**src/design/tsafp_pkg.sv**
```systemverilog
// Shared types and constants for the transport stream adaptation field parser.
package tsafp_pkg;

    localparam logic [7:0] MAX_FIELD_LEN = 8'd183;

    typedef enum logic [3:0] {
        PH_IDLE     = 4'd0,
        PH_FLAGS    = 4'd1,
        PH_PCR      = 4'd2,
        PH_OPCR     = 4'd3,
        PH_SPLICE   = 4'd4,
        PH_PRIVLEN  = 4'd5,
        PH_PRIVSKIP = 4'd6,
        PH_EXTLEN   = 4'd7,
        PH_EXTFLAGS = 4'd8,
        PH_LTW      = 4'd9,
        PH_PWR      = 4'd10,
        PH_SEAM     = 4'd11,
        PH_EXTSKIP  = 4'd12,
        PH_STUFF    = 4'd13,
        PH_ERR      = 4'd15
    } phase_t;

    typedef struct packed {
        logic [7:0] data_byte;
        logic       field_start;
    } in_item_t;

    typedef struct packed {
        logic [7:0]  field_length;
        logic [7:0]  flag_bits;
        logic [41:0] pcr_value;
        logic [41:0] opcr_value;
        logic [7:0]  splice_cdn;
        logic [7:0]  private_data_length;
        logic [7:0]  extension_length;
        logic [2:0]  extension_flags;
        logic [15:0] ltw_word;
        logic [21:0] pw_rate;
        logic [3:0]  splice_kind;
        logic [32:0] next_au_dts;
    } out_item_t;

endpackage

```
**src/design/tsafp_if.sv**
```systemverilog
// Valid/ready channel interfaces for input bytes and parsed results.
interface tsafp_in_if;
    logic                 valid;
    logic                 ready;
    tsafp_pkg::in_item_t  data;

    modport source (output valid, output data, input ready);
    modport sink (input valid, input data, output ready);
endinterface

interface tsafp_out_if;
    logic                 valid;
    logic                 ready;
    tsafp_pkg::out_item_t data;

    modport source (output valid, output data, input ready);
    modport sink (input valid, input data, output ready);
endinterface

```
**src/design/tsafp_in_stage.sv**
```systemverilog
// Input register: holds one byte transfer until the parser takes it.
module tsafp_in_stage (
    input  logic                clk,
    input  logic                rst_n,
    tsafp_in_if.sink            stream,
    input  logic                can_take,
    output logic                item_vld,
    output tsafp_pkg::in_item_t item
);

    logic                vld_reg;
    logic                vld_next;
    tsafp_pkg::in_item_t item_reg;
    logic                take;

    assign take         = vld_reg && can_take;
    assign stream.ready = !vld_reg || take;
    assign vld_next     = (stream.valid && stream.ready) ? 1'b1 : (take ? 1'b0 : vld_reg);

    always_ff @(posedge clk or negedge rst_n)
    begin
        if (!rst_n)
        begin
            vld_reg <= 1'b0;
        end
        else
        begin
            vld_reg <= vld_next;
        end
    end

    always_ff @(posedge clk)
    begin
        if (stream.valid && stream.ready)
        begin
            item_reg <= stream.data;
        end
    end

    assign item_vld = vld_reg;
    assign item     = item_reg;

endmodule

```
**src/design/tsafp_core.sv**
```systemverilog
// Parse state machine: decodes one adaptation field byte per step.
module tsafp_core (
    input  logic                 clk,
    input  logic                 rst_n,
    input  logic                 item_vld,
    input  tsafp_pkg::in_item_t  item,
    input  logic                 can_take,
    output logic                 res_vld,
    output tsafp_pkg::out_item_t res
);

    localparam tsafp_pkg::phase_t TOP_PHASE [5] = '{tsafp_pkg::PH_PCR, tsafp_pkg::PH_OPCR,
        tsafp_pkg::PH_SPLICE, tsafp_pkg::PH_PRIVLEN, tsafp_pkg::PH_EXTLEN};
    localparam logic [2:0] TOP_BIT [5]  = '{3'd4, 3'd3, 3'd2, 3'd1, 3'd0};
    localparam logic [7:0] TOP_NEED [5] = '{8'd6, 8'd6, 8'd1, 8'd1, 8'd2};
    localparam tsafp_pkg::phase_t EXT_PHASE [3] = '{tsafp_pkg::PH_LTW, tsafp_pkg::PH_PWR,
        tsafp_pkg::PH_SEAM};
    localparam logic [1:0] EXT_BIT [3]  = '{2'd2, 2'd1, 2'd0};
    localparam logic [7:0] EXT_NEED [3] = '{8'd2, 8'd3, 8'd5};

    // first present sub-field at or after position from, or stuffing; error if too few bytes remain for it
    function automatic tsafp_pkg::phase_t next_top(input logic [2:0] from,
                                                   input logic [7:0] flags,
                                                   input logic [7:0] left);
        tsafp_pkg::phase_t r;
        logic              hit;
        r   = tsafp_pkg::PH_STUFF;
        hit = 1'b0;
        for (int i = 0; i < 5; i++)
        begin
            if (!hit && (3'(i) >= from) && flags[TOP_BIT[i]])
            begin
                hit = 1'b1;
                r   = (left < TOP_NEED[i]) ? tsafp_pkg::PH_ERR : TOP_PHASE[i];
            end
        end
        return r;
    endfunction

    function automatic tsafp_pkg::phase_t next_ext(input logic [1:0] from,
                                                   input logic [2:0] eflags,
                                                   input logic [7:0] left);
        tsafp_pkg::phase_t r;
        logic              hit;
        r   = (left != 8'd0) ? tsafp_pkg::PH_EXTSKIP : tsafp_pkg::PH_STUFF;
        hit = 1'b0;
        for (int i = 0; i < 3; i++)
        begin
            if (!hit && (2'(i) >= from) && eflags[EXT_BIT[i]])
            begin
                hit = 1'b1;
                r   = (left < EXT_NEED[i]) ? tsafp_pkg::PH_ERR : EXT_PHASE[i];
            end
        end
        return r;
    endfunction

    // PCR bytes: 33-bit base, 6 reserved bits, 9-bit extension
    function automatic logic [41:0] clock_byte(input logic [41:0] acc,
                                               input logic [2:0]  idx,
                                               input logic [7:0]  b);
        logic [41:0] r;
        if (idx < 3'd4)
        begin
            r = {acc[33:0], b};
        end
        else if (idx == 3'd4)
        begin
            r = {acc[31:0], b[7], b[0], 8'd0};
        end
        else
        begin
            r = acc | {34'd0, b};
        end
        return r;
    endfunction

    tsafp_pkg::phase_t phase_reg, phase_next, nxt;
    logic [7:0]  bytes_left_reg, bytes_left_next;
    logic [7:0]  ext_left_reg, ext_left_next;
    logic [2:0]  sub_idx_reg, sub_idx_next;
    logic [7:0]  skip_cnt_reg, skip_cnt_next;

    logic [7:0]  length_reg, length_next;
    logic [7:0]  flags_reg, flags_next;
    logic [41:0] pcr_reg, pcr_next;
    logic [41:0] opcr_reg, opcr_next;
    logic [7:0]  splice_cd_reg, splice_cd_next;
    logic [7:0]  priv_len_reg, priv_len_next;
    logic [7:0]  ext_len_reg, ext_len_next;
    logic [2:0]  ext_flags_reg, ext_flags_next;
    logic [15:0] ltw_reg, ltw_next;
    logic [21:0] rate_reg, rate_next;
    logic [3:0]  splice_kind_reg, splice_kind_next;
    logic [32:0] dts_reg, dts_next;

    logic        step;
    logic        active;
    logic        bad_len;
    logic        err;
    logic        done;
    logic [7:0]  b;
    logic [7:0]  bl;
    logic [7:0]  el;

    assign step = item_vld && can_take;
    assign b    = item.data_byte;
    assign bl   = bytes_left_reg - 8'd1;
    assign el   = ext_left_reg - 8'd1;

    // next state and counters
    always_comb
    begin
        phase_next      = phase_reg;
        bytes_left_next = bytes_left_reg;
        ext_left_next   = ext_left_reg;
        sub_idx_next    = sub_idx_reg;
        skip_cnt_next   = skip_cnt_reg;
        nxt             = tsafp_pkg::PH_ERR;
        active          = 1'b0;
        bad_len         = 1'b0;
        if (step)
        begin
            if (item.field_start)
            begin
                bytes_left_next = b;
                ext_left_next   = 8'd0;
                sub_idx_next    = 3'd0;
                skip_cnt_next   = 8'd0;
                if (b == 8'd0 || b > tsafp_pkg::MAX_FIELD_LEN)
                begin
                    bad_len    = 1'b1;
                    phase_next = tsafp_pkg::PH_IDLE;
                end
                else
                begin
                    phase_next = tsafp_pkg::PH_FLAGS;
                end
            end
            else if (phase_reg == tsafp_pkg::PH_IDLE || bytes_left_reg == 8'd0)
            begin
                phase_next = tsafp_pkg::PH_IDLE;
            end
            else
            begin
                active          = 1'b1;
                bytes_left_next = bl;
                unique case (phase_reg)
                    tsafp_pkg::PH_FLAGS:
                    begin
                        nxt = next_top(3'd0, b, bl);
                    end
                    tsafp_pkg::PH_PCR:
                    begin
                        nxt = (sub_idx_reg >= 3'd5) ? next_top(3'd1, flags_reg, bl)
                                                    : tsafp_pkg::PH_PCR;
                    end
                    tsafp_pkg::PH_OPCR:
                    begin
                        nxt = (sub_idx_reg >= 3'd5) ? next_top(3'd2, flags_reg, bl)
                                                    : tsafp_pkg::PH_OPCR;
                    end
                    tsafp_pkg::PH_SPLICE:
                    begin
                        nxt = next_top(3'd3, flags_reg, bl);
                    end
                    tsafp_pkg::PH_PRIVLEN:
                    begin
                        if (b > bl)
                        begin
                            nxt = tsafp_pkg::PH_ERR;
                        end
                        else
                        begin
                            skip_cnt_next = b;
                            nxt = (b != 8'd0) ? tsafp_pkg::PH_PRIVSKIP
                                              : next_top(3'd4, flags_reg, bl);
                        end
                    end
                    tsafp_pkg::PH_PRIVSKIP:
                    begin
                        skip_cnt_next = (skip_cnt_reg != 8'd0) ? skip_cnt_reg - 8'd1 : 8'd0;
                        nxt = (skip_cnt_next != 8'd0) ? tsafp_pkg::PH_PRIVSKIP
                                                      : next_top(3'd4, flags_reg, bl);
                    end
                    tsafp_pkg::PH_EXTLEN:
                    begin
                        if (b == 8'd0 || b > bl)
                        begin
                            nxt = tsafp_pkg::PH_ERR;
                        end
                        else
                        begin
                            ext_left_next = b;
                            nxt           = tsafp_pkg::PH_EXTFLAGS;
                        end
                    end
                    tsafp_pkg::PH_EXTFLAGS:
                    begin
                        ext_left_next = el;
                        nxt           = next_ext(2'd0, b[7:5], el);
                    end
                    tsafp_pkg::PH_LTW:
                    begin
                        ext_left_next = el;
                        nxt = (sub_idx_reg >= 3'd1) ? next_ext(2'd1, ext_flags_reg, el)
                                                    : tsafp_pkg::PH_LTW;
                    end
                    tsafp_pkg::PH_PWR:
                    begin
                        ext_left_next = el;
                        nxt = (sub_idx_reg >= 3'd2) ? next_ext(2'd2, ext_flags_reg, el)
                                                    : tsafp_pkg::PH_PWR;
                    end
                    tsafp_pkg::PH_SEAM:
                    begin
                        ext_left_next = el;
                        nxt = (sub_idx_reg >= 3'd4) ? next_ext(2'd3, ext_flags_reg, el)
                                                    : tsafp_pkg::PH_SEAM;
                    end
                    tsafp_pkg::PH_EXTSKIP:
                    begin
                        ext_left_next = (ext_left_reg != 8'd0) ? el : 8'd0;
                        nxt = (ext_left_next != 8'd0) ? tsafp_pkg::PH_EXTSKIP
                                                      : tsafp_pkg::PH_STUFF;
                    end
                    tsafp_pkg::PH_STUFF:
                    begin
                        nxt = tsafp_pkg::PH_STUFF;
                    end
                    default:
                    begin
                        nxt = tsafp_pkg::PH_ERR;
                    end
                endcase
                sub_idx_next = (nxt == phase_reg) ? sub_idx_reg + 3'd1 : 3'd0;
                if (nxt == tsafp_pkg::PH_ERR || bl == 8'd0)
                begin
                    phase_next = tsafp_pkg::PH_IDLE;
                end
                else
                begin
                    phase_next = nxt;
                end
            end
        end
    end

    assign err     = bad_len || (active && nxt == tsafp_pkg::PH_ERR);
    assign done    = active && nxt != tsafp_pkg::PH_ERR && bl == 8'd0;
    assign res_vld = err || done;

    // field capture and result
    always_comb
    begin
        length_next      = length_reg;
        flags_next       = flags_reg;
        pcr_next         = pcr_reg;
        opcr_next        = opcr_reg;
        splice_cd_next   = splice_cd_reg;
        priv_len_next    = priv_len_reg;
        ext_len_next     = ext_len_reg;
        ext_flags_next   = ext_flags_reg;
        ltw_next         = ltw_reg;
        rate_next        = rate_reg;
        splice_kind_next = splice_kind_reg;
        dts_next         = dts_reg;
        if (step && item.field_start)
        begin
            length_next      = b;
            flags_next       = 8'd0;
            pcr_next         = 42'd0;
            opcr_next        = 42'd0;
            splice_cd_next   = 8'd0;
            priv_len_next    = 8'd0;
            ext_len_next     = 8'd0;
            ext_flags_next   = 3'd0;
            ltw_next         = 16'd0;
            rate_next        = 22'd0;
            splice_kind_next = 4'd0;
            dts_next         = 33'd0;
        end
        else if (active)
        begin
            case (phase_reg)
                tsafp_pkg::PH_FLAGS:    flags_next     = b;
                tsafp_pkg::PH_PCR:      pcr_next       = clock_byte(pcr_reg, sub_idx_reg, b);
                tsafp_pkg::PH_OPCR:     opcr_next      = clock_byte(opcr_reg, sub_idx_reg, b);
                tsafp_pkg::PH_SPLICE:   splice_cd_next = b;
                tsafp_pkg::PH_PRIVLEN:  priv_len_next  = b;
                tsafp_pkg::PH_EXTLEN:   ext_len_next   = b;
                tsafp_pkg::PH_EXTFLAGS: ext_flags_next = b[7:5];
                tsafp_pkg::PH_LTW:      ltw_next       = {ltw_reg[7:0], b};
                tsafp_pkg::PH_PWR:
                begin
                    rate_next = (sub_idx_reg == 3'd0) ? {16'd0, b[5:0]} : {rate_reg[13:0], b};
                end
                tsafp_pkg::PH_SEAM:
                begin
                    if (sub_idx_reg == 3'd0)
                    begin
                        splice_kind_next = b[7:4];
                        dts_next         = {30'd0, b[3:1]};
                    end
                    else if (sub_idx_reg == 3'd1 || sub_idx_reg == 3'd3)
                    begin
                        dts_next = {dts_reg[24:0], b};
                    end
                    else
                    begin
                        dts_next = {dts_reg[25:0], b[7:1]};
                    end
                end
                default:
                begin
                end
            endcase
        end

        if (err)
        begin
            res = '0;
        end
        else
        begin
            res.field_length        = length_next;
            res.flag_bits           = flags_next;
            res.pcr_value           = pcr_next;
            res.opcr_value          = opcr_next;
            res.splice_cdn          = splice_cd_next;
            res.private_data_length = priv_len_next;
            res.extension_length    = ext_len_next;
            res.extension_flags     = ext_flags_next;
            res.ltw_word            = ltw_next;
            res.pw_rate             = rate_next;
            res.splice_kind         = splice_kind_next;
            res.next_au_dts         = dts_next;
        end
    end

    always_ff @(posedge clk or negedge rst_n)
    begin
        if (!rst_n)
        begin
            phase_reg      <= tsafp_pkg::PH_IDLE;
            bytes_left_reg <= 8'd0;
            ext_left_reg   <= 8'd0;
            sub_idx_reg    <= 3'd0;
            skip_cnt_reg   <= 8'd0;
        end
        else
        begin
            phase_reg      <= phase_next;
            bytes_left_reg <= bytes_left_next;
            ext_left_reg   <= ext_left_next;
            sub_idx_reg    <= sub_idx_next;
            skip_cnt_reg   <= skip_cnt_next;
        end
    end

    always_ff @(posedge clk)
    begin
        length_reg      <= length_next;
        flags_reg       <= flags_next;
        pcr_reg         <= pcr_next;
        opcr_reg        <= opcr_next;
        splice_cd_reg   <= splice_cd_next;
        priv_len_reg    <= priv_len_next;
        ext_len_reg     <= ext_len_next;
        ext_flags_reg   <= ext_flags_next;
        ltw_reg         <= ltw_next;
        rate_reg        <= rate_next;
        splice_kind_reg <= splice_kind_next;
        dts_reg         <= dts_next;
    end

endmodule

```
**src/design/tsafp_out_stage.sv**
```systemverilog
// Result register: holds one parsed result until the sink takes the transfer.
module tsafp_out_stage (
    input  logic                 clk,
    input  logic                 rst_n,
    input  logic                 res_vld,
    input  tsafp_pkg::out_item_t res,
    output logic                 can_take,
    tsafp_out_if.source          result
);

    logic                 vld_reg;
    logic                 vld_next;
    tsafp_pkg::out_item_t data_reg;

    assign can_take = !vld_reg || result.ready;
    assign vld_next = res_vld ? 1'b1 : ((vld_reg && result.ready) ? 1'b0 : vld_reg);

    always_ff @(posedge clk or negedge rst_n)
    begin
        if (!rst_n)
        begin
            vld_reg <= 1'b0;
        end
        else
        begin
            vld_reg <= vld_next;
        end
    end

    always_ff @(posedge clk)
    begin
        if (res_vld)
        begin
            data_reg <= res;
        end
    end

    assign result.valid = vld_reg;
    assign result.data  = data_reg;

endmodule

```
**src/design/ts_adaptation_field_parser_unit.sv**
```systemverilog
// Top level of the MPEG-2 transport stream adaptation field parser.
// Bytes enter on stream; a byte with field_start set is the field length byte and begins a
// new field. A byte waits in the input register while the core decodes it, and the
// edge that retires it also loads any result into the result register, so result.valid
// rises on the edge that retires a field's last byte. With result.ready high one byte
// transfer is taken every cycle. One result comes out per field, on its last byte; a zero or
// over-183 length, or a sub-field that overruns the field or extension, gives an all-zero
// result at once and later bytes are dropped until the next start. A start during a field
// abandons it with no result. While a result waits with result.ready low the core holds its
// byte, and stream.ready drops once the input register is full, until the result is taken.
module ts_adaptation_field_parser_unit (
    input  logic        clk,
    input  logic        rst_n,
    tsafp_in_if.sink    stream,
    tsafp_out_if.source result
);

    logic                 can_take;
    logic                 item_vld;
    tsafp_pkg::in_item_t  item;
    logic                 res_vld;
    tsafp_pkg::out_item_t res;

    tsafp_in_stage u_in_stage (
        .clk      (clk),
        .rst_n    (rst_n),
        .stream   (stream),
        .can_take (can_take),
        .item_vld (item_vld),
        .item     (item)
    );

    tsafp_core u_core (
        .clk      (clk),
        .rst_n    (rst_n),
        .item_vld (item_vld),
        .item     (item),
        .can_take (can_take),
        .res_vld  (res_vld),
        .res      (res)
    );

    tsafp_out_stage u_out_stage (
        .clk      (clk),
        .rst_n    (rst_n),
        .res_vld  (res_vld),
        .res      (res),
        .can_take (can_take),
        .result   (result)
    );

endmodule

```
**src/flat_wrapper.sv**
```systemverilog
// flat-port wrapper written by rule: the top's interface ports become plain ports
module ts_adaptation_field_parser_unit_flat 
  (clk, rst_n, stream_valid, stream_data, stream_ready, result_valid, result_data, result_ready);
  tsafp_in_if stream_i ();
  tsafp_out_if result_i ();
  input  logic clk;
  input  logic rst_n;
  input wire logic [$bits(stream_i.valid)-1:0] stream_valid;
  input wire logic [$bits(stream_i.data)-1:0] stream_data;
  output wire logic [$bits(stream_i.ready)-1:0] stream_ready;
  output wire logic [$bits(result_i.valid)-1:0] result_valid;
  output wire logic [$bits(result_i.data)-1:0] result_data;
  input wire logic [$bits(result_i.ready)-1:0] result_ready;
  assign stream_i.valid = stream_valid;
  assign stream_i.data = stream_data;
  assign stream_ready = stream_i.ready;
  assign result_valid = result_i.valid;
  assign result_data = result_i.data;
  assign result_i.ready = result_ready;
  ts_adaptation_field_parser_unit u_core (.clk(clk), .rst_n(rst_n), .stream(stream_i), .result(result_i));
endmodule
```
**config.mk**
```make
export PLATFORM = sky130hd
export DESIGN_NAME = ts_adaptation_field_parser_unit_flat
export DESIGN_NICKNAME = d
export VERILOG_FILES = /design/src/design/tsafp_pkg.sv /design/src/design/tsafp_if.sv /design/src/design/tsafp_in_stage.sv /design/src/design/tsafp_core.sv /design/src/design/tsafp_out_stage.sv /design/src/design/ts_adaptation_field_parser_unit.sv /design/src/flat_wrapper.sv
export SDC_FILE = /design/constraint.sdc
export NUM_CORES = 1
export LEC_CHECK = 0
export ABC_AREA = 1
export BUFFER_PORTS_ARGS = -buffer_cell sky130_fd_sc_hd__buf_2
export CAP_MARGIN = 20
export CORE_MARGIN = 4
export CORE_UTILIZATION = 28
export CTS_CLUSTER_SIZE = 16
export DETAILED_ROUTE_END_ITERATION = 8
export RECOVER_POWER = 25
export SYNTH_ARGS = -nofsm -noshare
export SYNTH_HDL_FRONTEND = slang
export SYNTH_SLANG_ARGS = --single-unit
```
**constraint.sdc**
```tcl
create_clock -name clk -period 19.6 [get_ports clk]
set_input_delay 0.98 -clock clk [delete_from_list [all_inputs] [get_ports clk]]
set_output_delay 0.98 -clock clk [all_outputs]
set_load 0.02 [all_outputs]
```
Yosys cells after proc, flatten, opt, wreduce, memory -nomap -nowiden
Cells that the tools add are included.
- bitwise logic cells: 2
- multiplexer cells: 183
- reductions and logical operators: 63
- equal/unequal tests: 23
- add/subtract/negate cells: 4
- order comparisons: 13
- operators with widths (operator ; number):
    2-to-1 mux 42 bit ; 10
    2-to-1 mux 8 bit ; 23
    2-to-1 mux 4 bit ; 43
    2-to-1 mux 33 bit ; 5
    2-to-1 mux 22 bit ; 4
    bitwise OR 42 x 8 -> 42 bit ; 2
    2-to-1 mux 1 bit ; 78
    one-hot mux 4 bit (13 select lines) ; 1
    2-to-1 mux 16 bit ; 3
    nonzero test 8 bit ; 6
    2-to-1 mux 3 bit ; 14
    == test 4 bit, second input constant ; 8
    logical NOT 8 bit ; 3
    less-than comparator 8 x 2 -> 1 bit, second input constant ; 3
    one-hot mux 8 bit (3 select lines) ; 1
    subtractor 8 x 1 -> 8 bit, second input constant ; 3
    logical AND 1 bit ; 20
    == test 4 x 3 -> 1 bit, second input constant ; 4
    less-than comparator 8 x 3 -> 1 bit, second input constant ; 2
    one-hot mux 8 bit (2 select lines) ; 1
    logical NOT 1 bit ; 15
    logical OR 1 bit ; 9
    == test 4 x 2 -> 1 bit, second input constant ; 2
    > comparator 8 bit ; 1
    other kinds (23) ; 27
- input bits: 13
- bits in registers: 446
- output and inout bits: 204
- logic and storage cells: 321

Logic depth before layout (Yosys ltp)
Gate-level depths: netlist (run 1).
- depth in word-level cells: 41
- depth in mapped cells: 24
- mapped depth without buffers: 23

Hierarchy
A second synthesis (run 1) with hierarchy kept.
- cell total of the unflattened synthesis: 2327
- area, all modules: 20205.6 sq um
- modules (own cells, without submodules) (module ; times used ; cells each ; area each (sq um) ; seq. area each (sq um)):
    tsafp_core ; 1 ; 2105 ; 13779.5 ; 4819.6
    tsafp_out_stage ; 1 ; 207 ; 6110.9 ; 6090.8
    tsafp_in_stage ; 1 ; 15 ; 315.3 ; 295.3

Least setup slack after synthesis (run 1)
Ideal clock, no wire load.
- path kind: register -> register
- start point: reg u_core.u_core.bytes_left_reg[0]
- end point: reg u_core.u_out_stage.data_reg (netlist bit u_core.u_out_stage.result.data[0]) (enable)
- setup slack: 12.161 ns
- setup time: 0.571 ns
- required time: 19.029 ns
- stages on the path, launching flop included: 23
- period minus slack after synthesis: 7.439 ns
- data arrival time: 6.868 ns
- buffers on the path: 0
- cells stage by stage: dfrtp_1 -> inv_2 -> ha_1 -> nand4_1 -> nand2_4 -> inv_1 -> ha_1 -> nand2_1 -> inv_1 -> nand2_1 -> inv_1 -> nand4_1 -> nand3_1 -> nand2_1 -> nand2_1 -> nand2_2 -> nand3_1 -> inv_1 -> nor2_2 -> nand2_1 -> nand2_1 -> nand2_1 -> nand2_1
- word-level cells in the longest chain between the ends: 19
- elaborated cells between the ends (all ways): 52
- classes of those cells: 1 x add/sub; 4 x order compare; 2 x eq/ne; 36 x mux; 9 x reduce/logical
- ends and longest elaborated chain (item ; RTL line ; RTL):
    from (decl) ; tsafp_core.sv:79 ; logic [7:0] bytes_left_reg, bytes_left_next;
    from (signal assigned) ; tsafp_core.sv:354 ; bytes_left_reg <= bytes_left_next;
    subtractor 8 x 1 -> 8 bit ; tsafp_core.sv:108 ; assign bl = bytes_left_reg - 8'd1;
    less-than comparator 8 x 3 -> 1 bit ; tsafp_core.sv:34 ; r = (left < TOP_NEED[i]) ? tsafp_pkg::PH_ERR : TOP_PHASE[i];
    2-to-1 mux 4 bit ; tsafp_core.sv:34 ;
    2-to-1 mux 4 bit (4 in a row) ; tsafp_core.sv:31 ; if (!hit && (3'(i) >= from) && flags[TOP_BIT[i]])
    2-to-1 mux 4 bit (on tied branches) ; tsafp_core.sv:31, tsafp_core.sv:155 ;
    one-hot mux 4 bit (13 select lines) ; tsafp_core.sv:148 ; unique case (phase_reg)
    2-to-1 mux 4 bit ; tsafp_core.sv:140 ; else if (phase_reg == tsafp_pkg::PH_IDLE || bytes_left_reg == 8'd0)
    2-to-1 mux 4 bit ; tsafp_core.sv:124 ; if (item.field_start)
    2-to-1 mux 4 bit ; tsafp_core.sv:122 ; if (step)
    2-to-1 mux 4 bit ; tsafp_core.sv:140 ;
    2-to-1 mux 4 bit ; tsafp_core.sv:124 ;
    2-to-1 mux 4 bit ; tsafp_core.sv:122 ;
    == test 4 bit or != test 4 bit (tied branches) ; tsafp_core.sv:249, tsafp_core.sv:250 ;
    logical AND 1 bit (on tied branches) ; tsafp_core.sv:249, tsafp_core.sv:250 ;
    logical OR 1 bit or logical AND 1 bit (tied branches) ; tsafp_core.sv:249, tsafp_core.sv:250 ;
    logical OR 1 bit * ; tsafp_core.sv:251 ; assign res_vld = err || done;
    net u_core.res_vld ; ts_adaptation_field_parser_unit.sv:21 ; logic res_vld;
    to (signal assigned) ; tsafp_out_stage.sv:34 ; data_reg <= res;
    to (decl) ; tsafp_out_stage.sv:13 ; tsafp_pkg::out_item_t data_reg;
The timed path passes the listed nets; every way through them passes the cells marked *. The select of a mux whose other input is x is not followed.
A chain may end at the register's enable or synchronous reset.

Worst setup path after layout (run 1)
- start point: reg u_core.u_core.bytes_left_reg[0]
- end point: reg u_core.u_out_stage.data_reg (netlist bit u_core.u_out_stage.result.data[185]) (data pin)
- word-level cells in the longest chain between the ends: 18
- elaborated cells between the ends (all ways): 49
- classes of those cells: 1 x add/sub; 4 x order compare; 1 x eq/ne; 38 x mux; 5 x reduce/logical
- ends and longest elaborated chain (item ; RTL line ; RTL):
    subtractor 8 x 1 -> 8 bit ; tsafp_core.sv:108 ;
    less-than comparator 8 x 3 -> 1 bit ; tsafp_core.sv:34 ;
    2-to-1 mux 4 bit ; tsafp_core.sv:34 ;
    2-to-1 mux 4 bit (4 in a row) ; tsafp_core.sv:31 ;
    2-to-1 mux 4 bit (on tied branches) ; tsafp_core.sv:31, tsafp_core.sv:155 ;
    one-hot mux 4 bit (13 select lines) ; tsafp_core.sv:148 ;
    2-to-1 mux 4 bit ; tsafp_core.sv:140 ;
    2-to-1 mux 4 bit ; tsafp_core.sv:124 ;
    2-to-1 mux 4 bit ; tsafp_core.sv:122 ;
    2-to-1 mux 4 bit ; tsafp_core.sv:140 ;
    2-to-1 mux 4 bit ; tsafp_core.sv:124 ;
    2-to-1 mux 4 bit ; tsafp_core.sv:122 ;
    == test 4 bit ; tsafp_core.sv:249 ; assign err = bad_len || (active && nxt == tsafp_pkg::PH_ERR);
    logical AND 1 bit ; tsafp_core.sv:249 ;
    logical OR 1 bit ; tsafp_core.sv:249 ;
Parallel ways exist; a longest one is shown, timed or not. The select of a mux whose other input is x is not followed.

==> impl_metrics.tcl, run 1 <==
set metrics [dict create \
    tightestPinTransition_ns 2.08 \
    grt_max_degree 89 \
    firstDrtPassIters 5 \
    numCtsBuffers 48 \
    synth_nets 2353 \
    portBuffers 216 \
    ys_types 47 \
    synthCells 2320 \
    synth_ff_type "edfxtp_1" \
    finalMaxSlewViolations 34 \
    vdd_drop_max_mv 0.0713 \
    synth_seq_cells 446 \
    layout-drive-gt1-share 0.115 \
    place_congestion 0.927 \
    finalCritPeriodShare 0.288 \
    synthXorXnorAreaFrac 0.00124 \
    slowest_delay_ns 0.89 \
    seq_power_share 0.408 \
    htreeDepth 2 \
    io_pins 217 \
    synth_top_family_by_area "simple AND/OR/NAND/NOR gates" \
    clkPwrFrac 0.298 \
    diodes 0 \
    final_cells 3484 \
    hold_buffers 0 \
    ys_seq_area_frac 0.554 \
    track_usage 0.147 \
    cp_top_family "simple AND/OR/NAND/NOR gates" \
    hold_violations 0 \
    area_growth_pct 15.9 \
    p_sw_mw 1.13 \
    worstSetupPathType "flop to flop" \
    num_rows 98 \
    nets 2527 \
    rsz0062_at_grt "false" \
    cts.repair.resized 0 \
    clk_pin_slew_ns 0.06 \
    finish.utilization 0.328 \
    path_cells "inv_2 > ha_1 > nand4_1 > nand2_4 > inv_1 > ha_1 > nand2_1 > inv_1 > nand2_1 > inv_1 > nand4_1 > nand3_1 > nand2_1 > nand2_1 > nand2_2 > nand3_1 > inv_1 > nor2_2 > nand3_4 > nand2_8 > buf_4 > nor2_1" \
    muxShareOfSynthArea 0.000556 \
    drc 0 \
    numPlacedInstances 3394 \
    start_util 0.283 \
    cp_data_arrival_time_ns 5.94 \
    leakagePower_nw 9.66 \
    n_fill_cell 7665 \
    rr_startpoint "u_core.u_core.bytes_left_reg[0]" \
    tritoncts "yes" \
    grt_pass1_wl_um 90300 \
    synth_edf_count 211 \
    gr-total-overflow 0 \
    synth_compound_area_frac 0.115 \
    via_count 16100 \
    coreArea_mm2 0.0716 \
    setup_violations 0 \
    vias_per_cell 4.61 \
    relSlewSlack -0.389 \
    syn_area_mm2 0.0202 \
    cts.sinks 446 \
    worst_setup_path_start_kind "flop" \
    first_global_vias 15200 \
    status "finished with violations" \
    fin_crit_ns 5.65 \
    post-cts-setup-buffers 0 \
    required_ns 19.89 \
    crit_fanout 73 \
    syn_area_per_cell_um2 8.73 \
    async_flop_share 0.0740 \
    timing.hold.ws_ns 0.483 \
    largest_reg_flops 202 \
    wl_per_cell_um 16.8 \
    crit_path_top_delay_cell "nand2_8" \
    worstHoldStart "u_core.u_core.opcr_reg[39]" \
    root_buffer "clkbuf_16" \
    cap_violations 1 \
    hold_class "flop to flop" \
    skew_ns 0.0277 \
    routed_wl_um 58500 \
    dieArea_mm2 0.0767 \
    cts_buffer_depth 3 \
    worst-path-buf-inv 6 \
    synthSimpleGateAreaFrac 0.215 \
    critPathCaptureType "flop" \
    final.setup.tns_ns 0 \
    seq_area_mm2 0.0112 \
    drt_iter0_drc 1200 \
    ant_nets 0 \
    synth_fa_ha_area_frac 0.0124 \
    p_per_area_mw_per_mm2 131 \
    p_int_mw 1.94 \
    yosysWarnings 0 \
    multiInputGateArea_mm2 0.00701 \
    die_x_um 277 \
    regToRegSetupSlack_ns 13.95 \
    startpoint "u_core.u_core.bytes_left_reg[0]" \
    worstSkewPairLatency_ns 0.60 \
    grt_antenna_before_repair 2 \
    swShare 0.368 \
    p_comb_frac 0.294 \
    violations "max-capacitance violations, max-slew violations" \
    dp_hpwl_um 39800 \
    max_clock_freq_ghz 0.177 \
    die_h_um 277 \
]
kinds of logic after synthesis:
group,count (synthesis)
AOI/OAI and AO/OA,358
xor gates and xnor gates,2
adders and majority gates,20
buffers and inverters,497
DFF,446
muxes,1
and+or+nand+nor,996
per-stage QoR:
step	setup WS, ns	cell area, µm²	power [mW]
after floorplan	12.16	20200	1.94
after global placement	13.94	22100	2.18
after detailed placement	13.84	22100	2.18
after CTS	13.80	23700	3.11
after global routing	13.44	23500	3.27
final	13.95	23500	3.07
Yosys cell counts (2+ instances only):
cell type / count / area share
nand3_4: 2 / 0.0017
ha_1: 20 / 0.012
o21ai_0: 64 / 0.016
inv_1: 366 / 0.068
nor3_1: 81 / 0.020
o21ai_1: 2 / 0.00049
o211ai_1: 11 / 0.0041
o211a_1: 26 / 0.013
a21oi_1: 92 / 0.023
buf_2: 24 / 0.0059
nor2_1: 310 / 0.057
dfrtp_1: 33 / 0.041
a221oi_1: 26 / 0.011
o22ai_1: 66 / 0.020
nand4_1: 15 / 0.0046
nor2_4: 8 / 0.0045
a211oi_1: 37 / 0.014
edfxtp_1: 211 / 0.31
nand2_2: 6 / 0.0019
dfxtp_1: 202 / 0.20
inv_2: 12 / 0.0022
or2_2: 6 / 0.0019
clkbuf_1: 74 / 0.014
nor2_2: 108 / 0.033
nand3_1: 50 / 0.012
buf_12: 10 / 0.0099
o21bai_1: 14 / 0.0052
clkinv_1: 4 / 0.00074
nand3_2: 2 / 0.00099
buf_1: 6 / 0.0011
o221ai_1: 13 / 0.0056
nand2_1: 404 / 0.075
final timing paths:
kind | to | cells past startpoint
worst max register to register | u_core.u_out_stage.result.data[185] | 22
worst max-delay path | u_core.u_out_stage.result.data[185] | 22
worst min register to register | u_core.u_core.opcr_reg[39] | 2
min in group asynchronous | u_core.u_core.ext_left_reg[1] | 1
worst min-delay path | u_core.u_core.opcr_reg[39] | 2
max in group asynchronous | u_core.u_core.sub_idx_reg[2] | 1
cells in the final DEF, fill, tap and decap left out, drive strengths merged:
| cell | Yosys | final |
|---|---|---|
| inv | 378 | 382 |
| and2 | 1 | 1 |
| edfxtp | 211 | 211 |
| o22ai | 66 | 66 |
| nor2 | 426 | 426 |
| a21oi | 92 | 92 |
| a21boi | 1 | 1 |
| nor3 | 81 | 81 |
| a22oi | 1 | 1 |
| a221oi | 26 | 26 |
| o21ai | 67 | 67 |
| dfxtp | 202 | 202 |
| o32ai | 1 | 1 |
| clkinvlp | 0 | 6 |
| nand4 | 15 | 15 |
| a211oi | 37 | 37 |
| clkinv | 4 | 23 |
| xnor2 | 1 | 1 |
| buf | 41 | 57 |
| nand2 | 411 | 411 |
| mux2 | 1 | 1 |
| o221ai | 13 | 13 |
| dfrtp | 33 | 33 |
| a31oi | 1 | 1 |
| o211a | 26 | 26 |
| o21a | 1 | 1 |
| nand3 | 54 | 54 |
| bufinv | 0 | 4 |
| o2111ai | 1 | 1 |
| o21bai | 14 | 14 |
| clkbuf | 74 | 239 |
| ha | 20 | 20 |
| nor4 | 1 | 1 |
| xor2 | 1 | 1 |
| or2 | 6 | 6 |
| o211ai | 11 | 11 |
| nand3b | 1 | 1 |
cell type report:
cell class | instances | area share
Multi-Input combinational cell | 1377 | 0.299
Inverter | 382 | 0.0611
Clock buffer | 57 | 0.0544
Timing Repair Buffer | 239 | 0.0442
Sequential cell | 446 | 0.478
Tap cell | 950 | 0.0506
Clock inverter | 33 | 0.0134
worst register-to-register path: cells and delay by family (launching register included):
kind | cells | cell delay, ns
AND/OR/NAND/NOR | 14 | 3.10
buffers and inverters | 6 | 1.27
adder cells (fa/ha/maj) | 2 | 0.57
flip-flops | 1 | 0.41
power by group through the flow:
stage	Clock [mW]	Sequential (mW)	Combinational, mW
3_3_place_gp	0	1.27	0.911
3_5_place_dp	0	1.27	0.916
2_1_floorplan	0	1.32	0.620
4_1_cts	0.942	1.25	0.921
5_1_grt	0.987	1.27	1.02
6_report	0.917	1.25	0.904
per-layer routing:
metal,vias to the layer above,GRT usage,share of wire
met4,0,0.0316,0.016
met2,481,0.226,0.44
li1,7912,-,-
met5,-,0,0
met3,67,0.0263,0.067
met1,7616,0.217,0.48
No activity file was read; power rests on OpenSTA's default activity.
==> run 2, diff against run 1 <==
clock period = 4.75 ns   (was 19.6 ns; I/O delays follow)
==> run 2 against run 1 <==
Net effect:
- the flow still finishes with violations (max-capacitance violations, max-slew violations)
- non-clock buffer count is 28 higher
- largest power group unchanged
- highest routed layer unchanged
- clock-buffer cell count up 8
- sequential cell count stayed put
- first-iteration DRC count is 14% higher
- global-route usage fell by 0.067 points
- sequential power grew to 4.1 times the previous value
- register-to-register slack lost 13 ns
- largest cell class unchanged
- die area did not move
- setup slack worse by 13 ns
- critical path type unchanged
- hold slack got worse by 0.10 ns
- clock power rose to 4.3 times the previous value
- final cell count rose by 0.80%
==> impl_metrics.tcl, run 2 (same netlist as run 1, synthesis figures left out) <==
set metrics [dict create \
    n_fill_cell 7575 \
    largest_reg_flops 202 \
    track_usage 0.146 \
    relSlewSlack -0.411 \
    skew_ns 0.0303 \
    max_clock_freq_ghz 0.242 \
    layout-drive-gt1-share 0.117 \
    final.setup.tns_ns 0 \
    start_util 0.283 \
    wl_per_cell_um 16.6 \
    cts.sinks 446 \
    p_comb_frac 0.293 \
    finalCritPeriodShare 0.869 \
    numCtsBuffers 47 \
    place_congestion 0.910 \
    crit_fanout 51 \
    nets 2554 \
    worst_setup_path_start_kind "flop" \
    setup_violations 0 \
    vias_per_cell 4.54 \
    drc 0 \
    critPathCaptureType "flop" \
    htreeDepth 2 \
    worstSkewPairLatency_ns 0.60 \
    status "finished with violations" \
    drt_iter0_drc 1368 \
    grt_antenna_before_repair 3 \
    portBuffers 216 \
    finalMaxSlewViolations 34 \
    tightestPinTransition_ns 2.12 \
    worst_slack_ns 0.624 \
    clkPwrFrac 0.308 \
    seq_power_share 0.400 \
    ant_nets 0 \
    vdd_drop_max_mv 0.272 \
    gr-total-overflow 0 \
    p_int_mw 8.28 \
    swShare 0.359 \
    hold_class "input port to flop" \
    final_cell_mix "nand2_1 (403), inv_1 (365), nor2_1 (307)" \
    via_count 16000 \
    coreArea_mm2 0.0716 \
    cap_violations 1 \
    cts_buffer_depth 3 \
    required_ns 5.00 \
    dp_hpwl_um 40100 \
    rsz0062_at_grt "false" \
    p_per_area_mw_per_mm2 540 \
    routed_wl_um 58400 \
    place_ws_ns 0.678 \
    final_common_cell "nand2_1" \
    dieArea_mm2 0.0767 \
    cp_data_arrival_time_ns 4.37 \
    grt_pass1_wl_um 89500 \
    first_global_vias 15100 \
    grt_max_degree 86 \
    root_buffer "clkbuf_16" \
    io_pins 217 \
    hold_violations 0 \
    post-cts-setup-buffers 0 \
    violations "max-capacitance violations, max-slew violations" \
    tritoncts "yes" \
    area_growth_pct 18.0 \
    firstDrtPassIters 6 \
    fin_crit_ns 4.13 \
    worstSetupPathType "flop to flop" \
    p_sw_mw 4.63 \
    leakagePower_nw 9.85 \
    die_x_um 277 \
    clk_pin_slew_ns 0.06 \
    die_h_um 277 \
    p_total_mw 12.9 \
    num_rows 98 \
]
## run 2: area by class of cell
class	count	area, µm²	share of cell area
Sequential cell	446	11200	0.469
Multi-Input combinational cell	1377	7020	0.294
Inverter	382	1430	0.0600
Timing Repair Buffer	267	1360	0.0571
Clock buffer	65	1300	0.0543
Tap cell	950	1190	0.0498
Clock inverter	23	365	0.0153
Antenna cell	2	5.00	0.000210
## run 2: metrics by stage
step | instances | cell area (µm²) | utilization | hold WS, ns
6_report | 3512 | 23900 | 0.333 | 0.382
5_1_grt | 3512 | 23900 | 0.333 | 0.388
4_1_cts | 3510 | 24100 | 0.337 | 0.338
3_5_place_dp | 3408 | 22300 | 0.311 | 0.410
3_3_place_gp | 3407 | 22300 | 0.311 | 0.408
2_1_floorplan | 2320 | 20300 | - | -0.0581
## run 2: worst paths after layout
path	from	end	slack, ns	cells after the start
max reg2reg	u_core.u_core.bytes_left_reg[0]	u_core.u_out_stage.result.data[121]	0.62	23
max	u_core.u_core.bytes_left_reg[0]	u_core.u_out_stage.result.data[121]	0.62	23
min reg2reg	u_core.u_core.opcr_reg[41]	u_core.u_core.opcr_reg[41]	0.47	2
min	stream_data[5]	u_core.u_in_stage.item[5]	0.38	2
min in group asynchronous	rst_n	u_core.u_core.ext_left_reg[2]	0.82	2
max in group asynchronous	rst_n	u_core.u_core.sub_idx_reg[2]	2.56	2
## run 2: what timing repair did
action,in CTS,in global routing
hold buffers,14,0
endpoints found under the hold margin,44,0
gates resized for setup,0,0
## run 2: critical path: stages, from the launching register on
cell and delay [ns]:
dfrtp_1 0.40, inv_2 0.14, ha_1 0.30, nand4_1 0.21, nand2_4 0.14, inv_1 0.05
ha_1 0.26, nand2_1 0.05, inv_1 0.07, nand2_1 0.06, inv_1 0.06, nand4_1 0.08
nand3_1 0.08, nand2_1 0.13, nand2_1 0.14, nand2_2 0.09, nand3_1 0.15, inv_1 0.06
nor2_2 0.17, nand2_1 0.09, nand2_1 0.11, nand2_1 0.16, nand2_8 0.38, buf_12 0.32
## run 2: routing by layer
metal,share of wire,track usage,wire length [µm],vias up
li1,-,-,-,7958
met1,0.47,0.207,27700,7441
met2,0.44,0.229,25900,483
met3,0.065,0.0320,3780,69
met4,0.018,0.0358,1020,0
met5,0,0,0,-
## run 2: power groups by stage
stage	registers, mW	logic (mW)	clock network (mW)
global route	5.22	4.23	4.26
detailed placement	5.21	3.82	0
CTS	5.15	3.85	4.09
floorplan	5.41	2.56	0
global placement	5.23	3.81	0
finish	5.16	3.78	3.97
